===== config.mk =====
export PLATFORM = sky130hd
export DESIGN_NAME = bitmap_block_allocator_core
export DESIGN_NICKNAME = d
export VERILOG_FILES = /design/src/bba_pkg.sv /design/src/bba_front.sv /design/src/bba_queue.sv /design/src/bba_back.sv /design/src/bitmap_block_allocator_core.sv
export SDC_FILE = /design/constraint.sdc
export NUM_CORES = 1
export LEC_CHECK = 0
export BUFFER_PORTS_ARGS = -buffer_cell sky130_fd_sc_hd__buf_2
export CAP_MARGIN = 15
export CELL_PAD_IN_SITES_DETAIL_PLACEMENT = 0
export CELL_PAD_IN_SITES_GLOBAL_PLACEMENT = 1
export CORE_MARGIN = 1.5
export CORE_UTILIZATION = 49
export CTS_CLUSTER_DIAMETER = 120
export DETAILED_ROUTE_END_ITERATION = 7
export PLACE_DENSITY_LB_ADDON = 0.1
export SLEW_MARGIN = 40
export SYNTH_ARGS = -nofsm -noshare
export SYNTH_HDL_FRONTEND = slang
export SYNTH_HIERARCHICAL = 1
export SYNTH_SLANG_ARGS = --single-unit

===== constraint.sdc =====
create_clock -name clk -period 4.8 [get_ports clk]
set_input_delay 0.72 -clock clk [delete_from_list [all_inputs] [get_ports clk]]
set_output_delay 0.72 -clock clk [all_outputs]
set_load 0.02 [all_outputs]

===== src/bba_pkg.sv =====
package bba_pkg;

  localparam int CYLINDERS           = 8;
  localparam int BLOCKS_PER_CYLINDER = 8;
  localparam int RECORDS_PER_TRACK   = 4;
  localparam int TRACKS              = BLOCKS_PER_CYLINDER / RECORDS_PER_TRACK;
  localparam int USABLE_PER_CYL      = TRACKS * RECORDS_PER_TRACK;
  localparam int TOTAL_BLOCKS        = CYLINDERS * USABLE_PER_CYL;
  localparam int MAX_RESULTS         = 64;

  localparam int ROW_W  = $clog2(CYLINDERS);
  localparam int COL_W  = $clog2(BLOCKS_PER_CYLINDER);
  localparam int CNT_W  = 7;
  localparam int FREE_W = 7;
  localparam int QUEUE_DEPTH = 2;
  localparam int QPTR_W = $clog2(QUEUE_DEPTH);

  typedef enum logic [2:0] {
    CMD_ALLOC,
    CMD_RELEASE,
    CMD_ZERO,
    CMD_NOSPACE,
    CMD_BADADDR
  } cmd_kind_t;

  typedef enum logic [2:0] {
    STAT_ALLOC    = 3'd0,
    STAT_RELEASED = 3'd1,
    STAT_ZERO     = 3'd2,
    STAT_NOSPACE  = 3'd3,
    STAT_BADADDR  = 3'd4,
    STAT_FREE     = 3'd5
  } status_t;

  typedef struct packed {
    cmd_kind_t        kind;
    logic [CNT_W-1:0] count;
    logic [ROW_W-1:0] row;
    logic [COL_W-1:0] col;
  } cmd_t;

  typedef struct packed {
    logic full;
    logic empty;
  } q_stat_t;

  typedef enum logic {
    BK_IDLE,
    BK_SCAN
  } back_state_t;

endpackage


===== src/bba_front.sv =====
module bba_front
  import bba_pkg::*;
(
  input  logic        start,
  output logic        busy,
  input  logic        in_req_type,
  input  logic [6:0]  in_block_count,
  input  logic [3:0]  in_cyl_in,
  input  logic [2:0]  in_track_in,
  input  logic [2:0]  in_record_in,
  input  q_stat_t     q_stat,
  output logic        push,
  output cmd_t        push_cmd
);

  logic bad_addr;

  assign busy = q_stat.full;
  assign push = start && !q_stat.full;

  assign bad_addr = (in_cyl_in == 4'd0) || (in_cyl_in > 4'(CYLINDERS)) ||
                    (in_track_in == 3'd0) || (in_track_in > 3'(TRACKS)) ||
                    (in_record_in == 3'd0) || (in_record_in > 3'(RECORDS_PER_TRACK));

  always_comb begin
    push_cmd.count = in_block_count;
    // 0-based row and bit index of the addressed block
    push_cmd.row   = ROW_W'(in_cyl_in - 4'd1);
    push_cmd.col   = COL_W'(32'(in_track_in - 3'd1) * RECORDS_PER_TRACK +
                            32'(in_record_in - 3'd1));
    if (!in_req_type) begin
      if (in_block_count == 7'd0) begin
        push_cmd.kind = CMD_ZERO;
      end else if (in_block_count > 7'(MAX_RESULTS)) begin
        push_cmd.kind = CMD_NOSPACE;
      end else begin
        push_cmd.kind = CMD_ALLOC;
      end
    end else if (bad_addr) begin
      push_cmd.kind = CMD_BADADDR;
    end else begin
      push_cmd.kind = CMD_RELEASE;
    end
  end

endmodule


===== src/bba_queue.sv =====
module bba_queue
  import bba_pkg::*;
(
  input  logic    clk,
  input  logic    rst_n,
  input  logic    push,
  input  cmd_t    push_cmd,
  input  logic    pop,
  output cmd_t    head_cmd,
  output q_stat_t q_stat
);

  cmd_t              mem_r [QUEUE_DEPTH];
  logic [QPTR_W-1:0] wr_ptr_r, wr_ptr_nxt;
  logic [QPTR_W-1:0] rd_ptr_r, rd_ptr_nxt;
  logic [QPTR_W:0]   cnt_r, cnt_nxt;

  assign q_stat.full  = (cnt_r == (QPTR_W+1)'(QUEUE_DEPTH));
  assign q_stat.empty = (cnt_r == '0);
  assign head_cmd     = mem_r[rd_ptr_r];

  always_comb begin
    wr_ptr_nxt = push ? wr_ptr_r + 1'b1 : wr_ptr_r;
    rd_ptr_nxt = pop ? rd_ptr_r + 1'b1 : rd_ptr_r;
    cnt_nxt    = cnt_r + (QPTR_W+1)'(push) - (QPTR_W+1)'(pop);
  end

  always_ff @(posedge clk) begin
    if (!rst_n) begin
      wr_ptr_r <= '0;
      rd_ptr_r <= '0;
      cnt_r    <= '0;
    end else begin
      wr_ptr_r <= wr_ptr_nxt;
      rd_ptr_r <= rd_ptr_nxt;
      cnt_r    <= cnt_nxt;
    end
  end

  always_ff @(posedge clk) begin
    if (push) begin
      mem_r[wr_ptr_r] <= push_cmd;
    end
  end

endmodule


===== src/bba_back.sv =====
module bba_back
  import bba_pkg::*;
(
  input  logic        clk,
  input  logic        rst_n,
  input  q_stat_t     q_stat,
  input  cmd_t        head_cmd,
  output logic        pop,
  output logic        out_valid,
  output logic [2:0]  out_status,
  output logic [3:0]  out_cyl_out,
  output logic [1:0]  out_track_out,
  output logic [2:0]  out_record_out,
  output logic [6:0]  out_free_after,
  output logic        out_last
);

  back_state_t state_r, state_nxt;

  logic [BLOCKS_PER_CYLINDER-1:0] used_r [CYLINDERS];
  logic [BLOCKS_PER_CYLINDER-1:0] used_row_nxt;
  logic                           used_we;
  logic [FREE_W-1:0]              free_r, free_nxt;
  logic [CNT_W-1:0]               cnt_r, cnt_nxt;
  logic [ROW_W-1:0]               row_r, row_nxt;

  logic                           valid_r, valid_nxt;
  status_t                        status_r, status_nxt;
  logic [3:0]                     cyl_r, cyl_nxt;
  logic [1:0]                     trk_r, trk_nxt;
  logic [2:0]                     rec_r, rec_nxt;
  logic [6:0]                     fr_r, fr_nxt;
  logic                           last_r, last_nxt;

  logic [ROW_W-1:0]               rd_row;
  logic [BLOCKS_PER_CYLINDER-1:0] row_bits;
  logic                           any_free;
  logic [COL_W-1:0]               free_col;
  logic [COL_W-1:0]               hit_col;
  logic                           take;
  logic                           alloc_ok;

  assign pop      = (state_r == BK_IDLE) && !q_stat.empty;
  assign take     = (state_r == BK_SCAN) && any_free;
  assign alloc_ok = (head_cmd.count <= free_r);

  // one read port on the bitmap: scan row or addressed row
  assign rd_row   = (state_r == BK_SCAN) ? row_r : head_cmd.row;
  assign row_bits = used_r[rd_row];

  // first free usable block in the row, lowest index wins
  always_comb begin
    any_free = 1'b0;
    free_col = '0;
    for (int j = USABLE_PER_CYL - 1; j >= 0; j--) begin
      if (!row_bits[j]) begin
        any_free = 1'b1;
        free_col = COL_W'(j);
      end
    end
  end

  assign hit_col = (state_r == BK_SCAN) ? free_col : head_cmd.col;

  always_comb begin
    state_nxt = state_r;
    unique case (state_r)
      BK_IDLE: begin
        if (pop && head_cmd.kind == CMD_ALLOC && alloc_ok) begin
          state_nxt = BK_SCAN;
        end
      end
      BK_SCAN: begin
        if (take && cnt_r == CNT_W'(1)) begin
          state_nxt = BK_IDLE;
        end
      end
      default: state_nxt = BK_IDLE;
    endcase
  end

  always_comb begin
    valid_nxt    = 1'b0;
    status_nxt   = STAT_ZERO;
    cyl_nxt      = '0;
    trk_nxt      = '0;
    rec_nxt      = '0;
    fr_nxt       = free_r;
    last_nxt     = 1'b1;
    free_nxt     = free_r;
    cnt_nxt      = cnt_r;
    row_nxt      = row_r;
    used_we      = 1'b0;
    used_row_nxt = row_bits;
    unique case (state_r)
      BK_IDLE: begin
        if (pop) begin
          unique case (head_cmd.kind)
            CMD_ZERO: begin
              valid_nxt  = 1'b1;
              status_nxt = STAT_ZERO;
            end
            CMD_NOSPACE: begin
              valid_nxt  = 1'b1;
              status_nxt = STAT_NOSPACE;
            end
            CMD_BADADDR: begin
              valid_nxt  = 1'b1;
              status_nxt = STAT_BADADDR;
            end
            CMD_RELEASE: begin
              valid_nxt = 1'b1;
              if (!row_bits[hit_col]) begin
                status_nxt = STAT_FREE;
              end else begin
                status_nxt             = STAT_RELEASED;
                used_we                = 1'b1;
                used_row_nxt[hit_col]  = 1'b0;
                free_nxt               = free_r + 1'b1;
                fr_nxt                 = free_r + 1'b1;
                cyl_nxt                = 4'(head_cmd.row) + 4'd1;
                trk_nxt                = 2'(hit_col / RECORDS_PER_TRACK) + 2'd1;
                rec_nxt                = 3'(hit_col % RECORDS_PER_TRACK) + 3'd1;
              end
            end
            CMD_ALLOC: begin
              if (!alloc_ok) begin
                valid_nxt  = 1'b1;
                status_nxt = STAT_NOSPACE;
              end else begin
                cnt_nxt = head_cmd.count;
                row_nxt = '0;
              end
            end
            default: begin
              valid_nxt  = 1'b1;
              status_nxt = STAT_BADADDR;
            end
          endcase
        end
      end
      BK_SCAN: begin
        if (take) begin
          valid_nxt             = 1'b1;
          status_nxt            = STAT_ALLOC;
          used_we               = 1'b1;
          used_row_nxt[hit_col] = 1'b1;
          free_nxt              = free_r - 1'b1;
          fr_nxt                = free_r - 1'b1;
          cnt_nxt               = cnt_r - 1'b1;
          last_nxt              = (cnt_r == CNT_W'(1));
          cyl_nxt               = 4'(row_r) + 4'd1;
          trk_nxt               = 2'(hit_col / RECORDS_PER_TRACK) + 2'd1;
          rec_nxt               = 3'(hit_col % RECORDS_PER_TRACK) + 3'd1;
        end else begin
          // row full, move on
          row_nxt = row_r + 1'b1;
        end
      end
      default: begin
        valid_nxt = 1'b0;
      end
    endcase
  end

  always_ff @(posedge clk) begin
    if (!rst_n) begin
      state_r <= BK_IDLE;
      free_r  <= FREE_W'(TOTAL_BLOCKS);
      valid_r <= 1'b0;
      for (int c = 0; c < CYLINDERS; c++) begin
        used_r[c] <= '0;
      end
    end else begin
      state_r <= state_nxt;
      free_r  <= free_nxt;
      valid_r <= valid_nxt;
      if (used_we) begin
        used_r[rd_row] <= used_row_nxt;
      end
    end
  end

  always_ff @(posedge clk) begin
    cnt_r    <= cnt_nxt;
    row_r    <= row_nxt;
    status_r <= status_nxt;
    cyl_r    <= cyl_nxt;
    trk_r    <= trk_nxt;
    rec_r    <= rec_nxt;
    fr_r     <= fr_nxt;
    last_r   <= last_nxt;
  end

  assign out_valid      = valid_r;
  assign out_status     = status_r;
  assign out_cyl_out    = cyl_r;
  assign out_track_out  = trk_r;
  assign out_record_out = rec_r;
  assign out_free_after = fr_r;
  assign out_last       = last_r;

endmodule


===== src/bitmap_block_allocator_core.sv =====
// Bitmap block allocator over 8 cylinders of 8 blocks (2 tracks of 4 records), all free
// after reset. A request is taken when start is high and busy is low; busy rises only when
// the two-entry request queue is full. Results come out at most one per cycle on out_valid
// with no way to hold them off. A release, zero request, bad address or no-space answer is
// registered onto the outputs as the back end pops it; an allocate of N blocks starts a scan
// that gives N results and steps over each full cylinder row with no result, since the scan
// reads one bitmap row per cycle and retires one block per cycle while that row has one free.
module bitmap_block_allocator_core
  import bba_pkg::*;
(
  input  logic        clk,
  input  logic        rst_n,
  input  logic        start,
  output logic        busy,
  input  logic        in_req_type,
  input  logic [6:0]  in_block_count,
  input  logic [3:0]  in_cyl_in,
  input  logic [2:0]  in_track_in,
  input  logic [2:0]  in_record_in,
  output logic        out_valid,
  output logic [2:0]  out_status,
  output logic [3:0]  out_cyl_out,
  output logic [1:0]  out_track_out,
  output logic [2:0]  out_record_out,
  output logic [6:0]  out_free_after,
  output logic        out_last
);

  q_stat_t q_stat;
  logic    push;
  logic    pop;
  cmd_t    push_cmd;
  cmd_t    head_cmd;

  bba_front u_front (
    .start          (start),
    .busy           (busy),
    .in_req_type    (in_req_type),
    .in_block_count (in_block_count),
    .in_cyl_in      (in_cyl_in),
    .in_track_in    (in_track_in),
    .in_record_in   (in_record_in),
    .q_stat         (q_stat),
    .push           (push),
    .push_cmd       (push_cmd)
  );

  bba_queue u_queue (
    .clk      (clk),
    .rst_n    (rst_n),
    .push     (push),
    .push_cmd (push_cmd),
    .pop      (pop),
    .head_cmd (head_cmd),
    .q_stat   (q_stat)
  );

  bba_back u_back (
    .clk            (clk),
    .rst_n          (rst_n),
    .q_stat         (q_stat),
    .head_cmd       (head_cmd),
    .pop            (pop),
    .out_valid      (out_valid),
    .out_status     (out_status),
    .out_cyl_out    (out_cyl_out),
    .out_track_out  (out_track_out),
    .out_record_out (out_record_out),
    .out_free_after (out_free_after),
    .out_last       (out_last)
  );

endmodule

# Word-level counts from Yosys, hierarchy flattened
# Memory sizes are Yosys's and may differ from the RTL's. A register that Yosys moved wholly into a read port is not among the register bits.
# Cells that the tools add are included.
# W data, S select, Z words.
[op_classes]
n_addsub = 16
magnitude_cmp = 7
eq_ne = 10
mux = 90
bitwise_logic = 4
n_reduce_logical = 24
[ops]
columns = ["operator", "n"]
rows = [
  ["$mux W3", 24],
  ["$mux W7", 8],
  ["$mux W8", 5],
  ["$mux W1", 29],
  ["$pmux W7 S2", 2],
  ["$pmux W3 S2", 3],
  ["$mux W4", 4],
  ["$pmux W8 S2", 1],
  ["$sub A7 B1 Y7 const B", 2],
  ["$mux W2", 6],
  ["$pmux W3 S4", 1],
  ["$logic_not A3 Y1", 3],
  ["$add A3 B1 Y4 const B", 2],
  ["$and A8 B8 Y8", 1],
  ["$not A8 Y8", 1],
  ["$or A8 B8 Y8", 1],
  ["$pmux W4 S2", 1],
  ["$reduce_and A4 Y1", 2],
  ["$reduce_or A8 Y1", 1],
  ["$add A7 B1 Y7 const B", 1],
  ["$eq A7 B1 Y1 const B", 1],
  ["$gt A7 B7 Y1 const B", 1],
  ["$le A7 B7 Y1", 1],
  ["$logic_and A1 B1 Y1", 7],
  ["30 further kinds", 43],
]
[totals]
ff_bits = 43
ramBits = 96
in_bits = 21
out_inout_bits = 22
elab_cells = 167
memories = 2
[mem_list]
columns = ["memory", "words", "word_bits", "rd", "rd_ports_with_merged_regs", "wr", "line_no", "source"]
rows = [
  ["u_back.used_r", 8, 8, 1, 0, 8, "bba_back.sv:20", "logic [BLOCKS_PER_CYLINDER-1:0] used_r [CYLINDERS];"],
  ["u_queue.mem_r", 2, 16, 1, 1, 1, "bba_queue.sv:13", "cmd_t mem_r [QUEUE_DEPTH];"],
]

# Longest topological paths before layout
# An unclocked memory read counts as a cell.
[depth]
word_depth = 22
mapped_depth = 18
depth_no_buf = 13

# By module
# Netlist, hierarchy kept.
[by_module_without_submodules]
columns = ["module", "n_inst", "cells_per_inst", "area_each_um2"]
rows = [
  ["bba_back", 1, 546, 5619.1],
  ["bba_queue", 1, 71, 1435.1],
  ["bba_front", 1, 35, 260.2],
]

# Worst setup path after synthesis
# No wires, ideal clock.
[synth_path]
kind = "register to register"
from = "register (tool-made name)"
to = "memory u_back.used_r[1][0] (enable)"
setup_time_ps = 329
arrival_ps = 3717
path_slack_ps = 754
stages_incl_launch_ff = 18
period_less_slack_ps = 4046
cell_sequence = "dfxtp_1 buf_6 buf_12 mux2_4 mux2_4 buf_6 buf_6 mux2i_1 a32oi_1 nand2_1 or4_4 a22oi_4 and2_4 nand2_2 buf_6 a311o_1 buf_2 nand2_1"
[synth_rtl]
columns = ["item", "line_no"]
rows = [
  ["to (decl)", "bba_back.sv:20"],
]

==> out/qor.txt <==
Synth Register Bits = 140
via count = 5502
H-tree depth = 4
reg2reg setup slack = 0.10 ns
FP Rows = 44
Post-Syn Area = 0.00731 mm2
Psw = 2.04 mW
Die W = 125 um
area share of the leading cell type in the synthesized netlist = 43.5%
CTS Sinks = 140
Clk network pwr share = 25.8%
Area contributors post-synth = edfxtp_1, dfxtp_1, nor2_1
worst ir drop on vdd = 0.324 mV
Synth Net Count = 692
Placed Cells = 862
CTS tree = yes
max_cap viols = 0
Worst-Margin Slew = 0.683 ns
synth unique cells = 86
Pre-Repair DR Iteration Count = 5
critical path class = reg2reg
total grt overflow = 0
initial cell density of the core = 50.3%
Total GRT Usage = 26.0%
io pins = 43
Non-Filler Instances = 895
status = complete, no violations
asr flop ratio synth = 0%
Worst Hold Class = in2reg
synthesized area per cell = 11.2 um2
CP Max Fanout = 14
RSZ-0062 raised after global routing = false
CP endpoint kind = flop
Layout area overhead = 13.5%
nets = 738
Seq/Total Area, Yosys = 52.8%
Hold Fails Final Rpt = 0
share of power burned in registers = 31.0%
Sw Ratio = 39.6%
Worst-Skew Late Latency = 0.42 ns
hpwl dp = 14.6 mm
internal power = 3.12 mW
worst setup margin = 0.105 ns
final count of pins violating max slew = 0
design area = 0.00830 mm2
worst-case clock buffer depth = 2
final worst path period share = 97.8%
Via density = 6.15
Clock transition at path regs = 0.06 ns
Leak = 3.17 nW
DRC = 0
Yosys warnings = 6
Final setup viols = 0
antenna diode instance count = 0
Syn Inst Count = 652
Setup WS pre-CTS = 0.163 ns
Root Driver = clkbuf_16
CP arrival = 4.78 ns
post-CTS setup buffer count = 0
wire length of the first global-routing pass = 30.6 mm
WP data required = 4.88 ns
main flop type after synthesis = edfxtp_1
Post-DP Area = 0.00766 mm2
PortBufs = 42
total wire length after detailed routing = 19.9 mm
die area = 0.0157 mm2
Core Util, Final = 57.1%
power density over the cells = 622 mW/mm2
CP Launch Type = flop
post-synth top area cell = edfxtp_1
vias in the first global route = 5316
largest net degree at the start of global routing = 31
Hold WS = 0.500 ns
die height = 125 um
setup TNS = 0 ns
drt wl/cell = 22.2 um
DRT iter0 DRCs = 651
total CTS buffers = 17
number of antenna violations at the first check in global routing = 0
RePlAce Congestion = 0.960
Post-synth EDFFs = 106
remaining antenna violation count after routing = 0
Max Clk Rate = 0.213 GHz
Slew headroom = 54.4%
layout cell share with drive strength beyond 1 = 20.0%
min Tclk post-route = 4.70 ns
combinational power share = 43.2%
# fillers = 1295
clk_skew = 0.00750 ns
total power = 5.16 mW
total core area = 0.0145 mm2
## critical path, cell delays in order (launching register included)
cell and delay, ns:
dfxtp_1 0.45, mux2_4 0.38, mux2i_1 0.31, buf_4 0.21, nand2_1 0.10, a32oi_1 0.47
nand2_1 0.22, or4_4 0.62, a22oi_4 0.24, and2_4 0.23, nand2_2 0.23, a311o_1 0.54
nand2_1 0.36
## placed cells by master (no fill, tap or decap), types with 3 or more instances in the layout
master	count
xor2_1	7
nand3_1	11
dfxtp_1	34
o21a_1	6
a211oi_1	6
bufinv_16	3
a21oi_1	34
a221oi_1	4
ha_1	19
nand2_1	53
a311o_1	8
a31oi_1	12
a22oi_1	5
and3_1	4
o31ai_1	3
o22ai_1	6
mux2i_1	15
and2_1	10
nor2_1	84
clkinvlp_4	3
mux2_2	14
nor4_1	5
mux2_4	11
or3_1	3
buf_4	21
a32o_1	3
o21ai_0	11
nand4_1	4
nor2b_1	20
nand2b_1	3
inv_6	4
clkbuf_16	17
a32oi_1	4
edfxtp_1	106
inv_1	25
buf_2	42
a21o_1	4
nor3_1	14
xnor2_1	8
## final cells by class
class,instances,area (um2),share of cell area [%]
flip-flops and latches,140,3860,46.6
multi-input cells,448,3130,37.7
clock buffers,19,433,5.22
repair buffers,64,379,4.57
well taps,184,230,2.77
clock inverters,13,165,1.99
inverters,27,101,1.22
## final timing paths
kind | startpoint | end | depth (start not counted)
worst max-delay path | flop | u_back/used_r[3][5] | 12
worst min-delay path | in_block_count[2] | u_queue/mem_r[1][8] | 1
worst max register to register | flop | u_back/used_r[3][5] | 12
worst min register to register | u_back/free_r[4] | u_back/out_free_after[4] | 2
## repair_timing
item                                    in CTS  in global routing
endpoints found under the hold margin        0                  0
hold buffers                                 0                  0
resized for setup                            0                  4
endpoints found under the setup margin       0                 64
## registers in the layout, summed over array words and instances (netlist names), 2 cells and up, named ones only
register and count:
u_back/out_record_out 3, u_back/out_status 3, u_back/row_r 3, u_queue/cnt_r 2
u_queue/mem_r 32, u_back/cnt_r 7, u_back/free_r 7, u_back/out_free_after 7
u_back/out_track_out 2, u_back/out_cyl_out 4, u_back/used_r 64
## power by group through the flow
| stage | sequential [mW] | clock (mW) | combinational, mW |
|---|---|---|---|
| floorplan | 1.64 | 0 | 1.43 |
| global placement | 1.62 | 0 | 2.14 |
| detailed placement | 1.62 | 0 | 2.15 |
| CTS | 1.60 | 1.35 | 2.17 |
| global route | 1.62 | 1.40 | 2.39 |
| finish | 1.60 | 1.33 | 2.23 |
## cell usage after synthesis (10+ instances only)
cell type / count
mux2i_1: 15
nor3_1: 15
inv_1: 25
dfxtp_1: 34
a21oi_1: 34
nor2_1: 84
and2_1: 10
nand3_1: 11
buf_4: 11
mux2_4: 11
edfxtp_1: 106
mux2_2: 14
nor2b_1: 20
ha_1: 19
o21ai_0: 11
nand2_1: 53
a31oi_1: 12
## logic make-up after synthesis
logic type      count (synthesis)  synth area share (%)
compound gates                139                  14.5
fa+ha+maj                      19                  3.25
buf+inv                        64                  4.82
flops                         140                  52.8
xor+xnor                       16                  2.10
simple gates                  230                  15.1
mux                            44                  7.42
## per-layer routing
metal	up-vias	GRT usage (%)	share of wire [%]
met1	2687	38.0	46
met3	40	7.57	9.4
met5	-	0	0
li1	2517	-	-
met4	0	9.36	2.3
met2	258	37.0	42
Note: power is estimated with default switching activity, not from simulation.
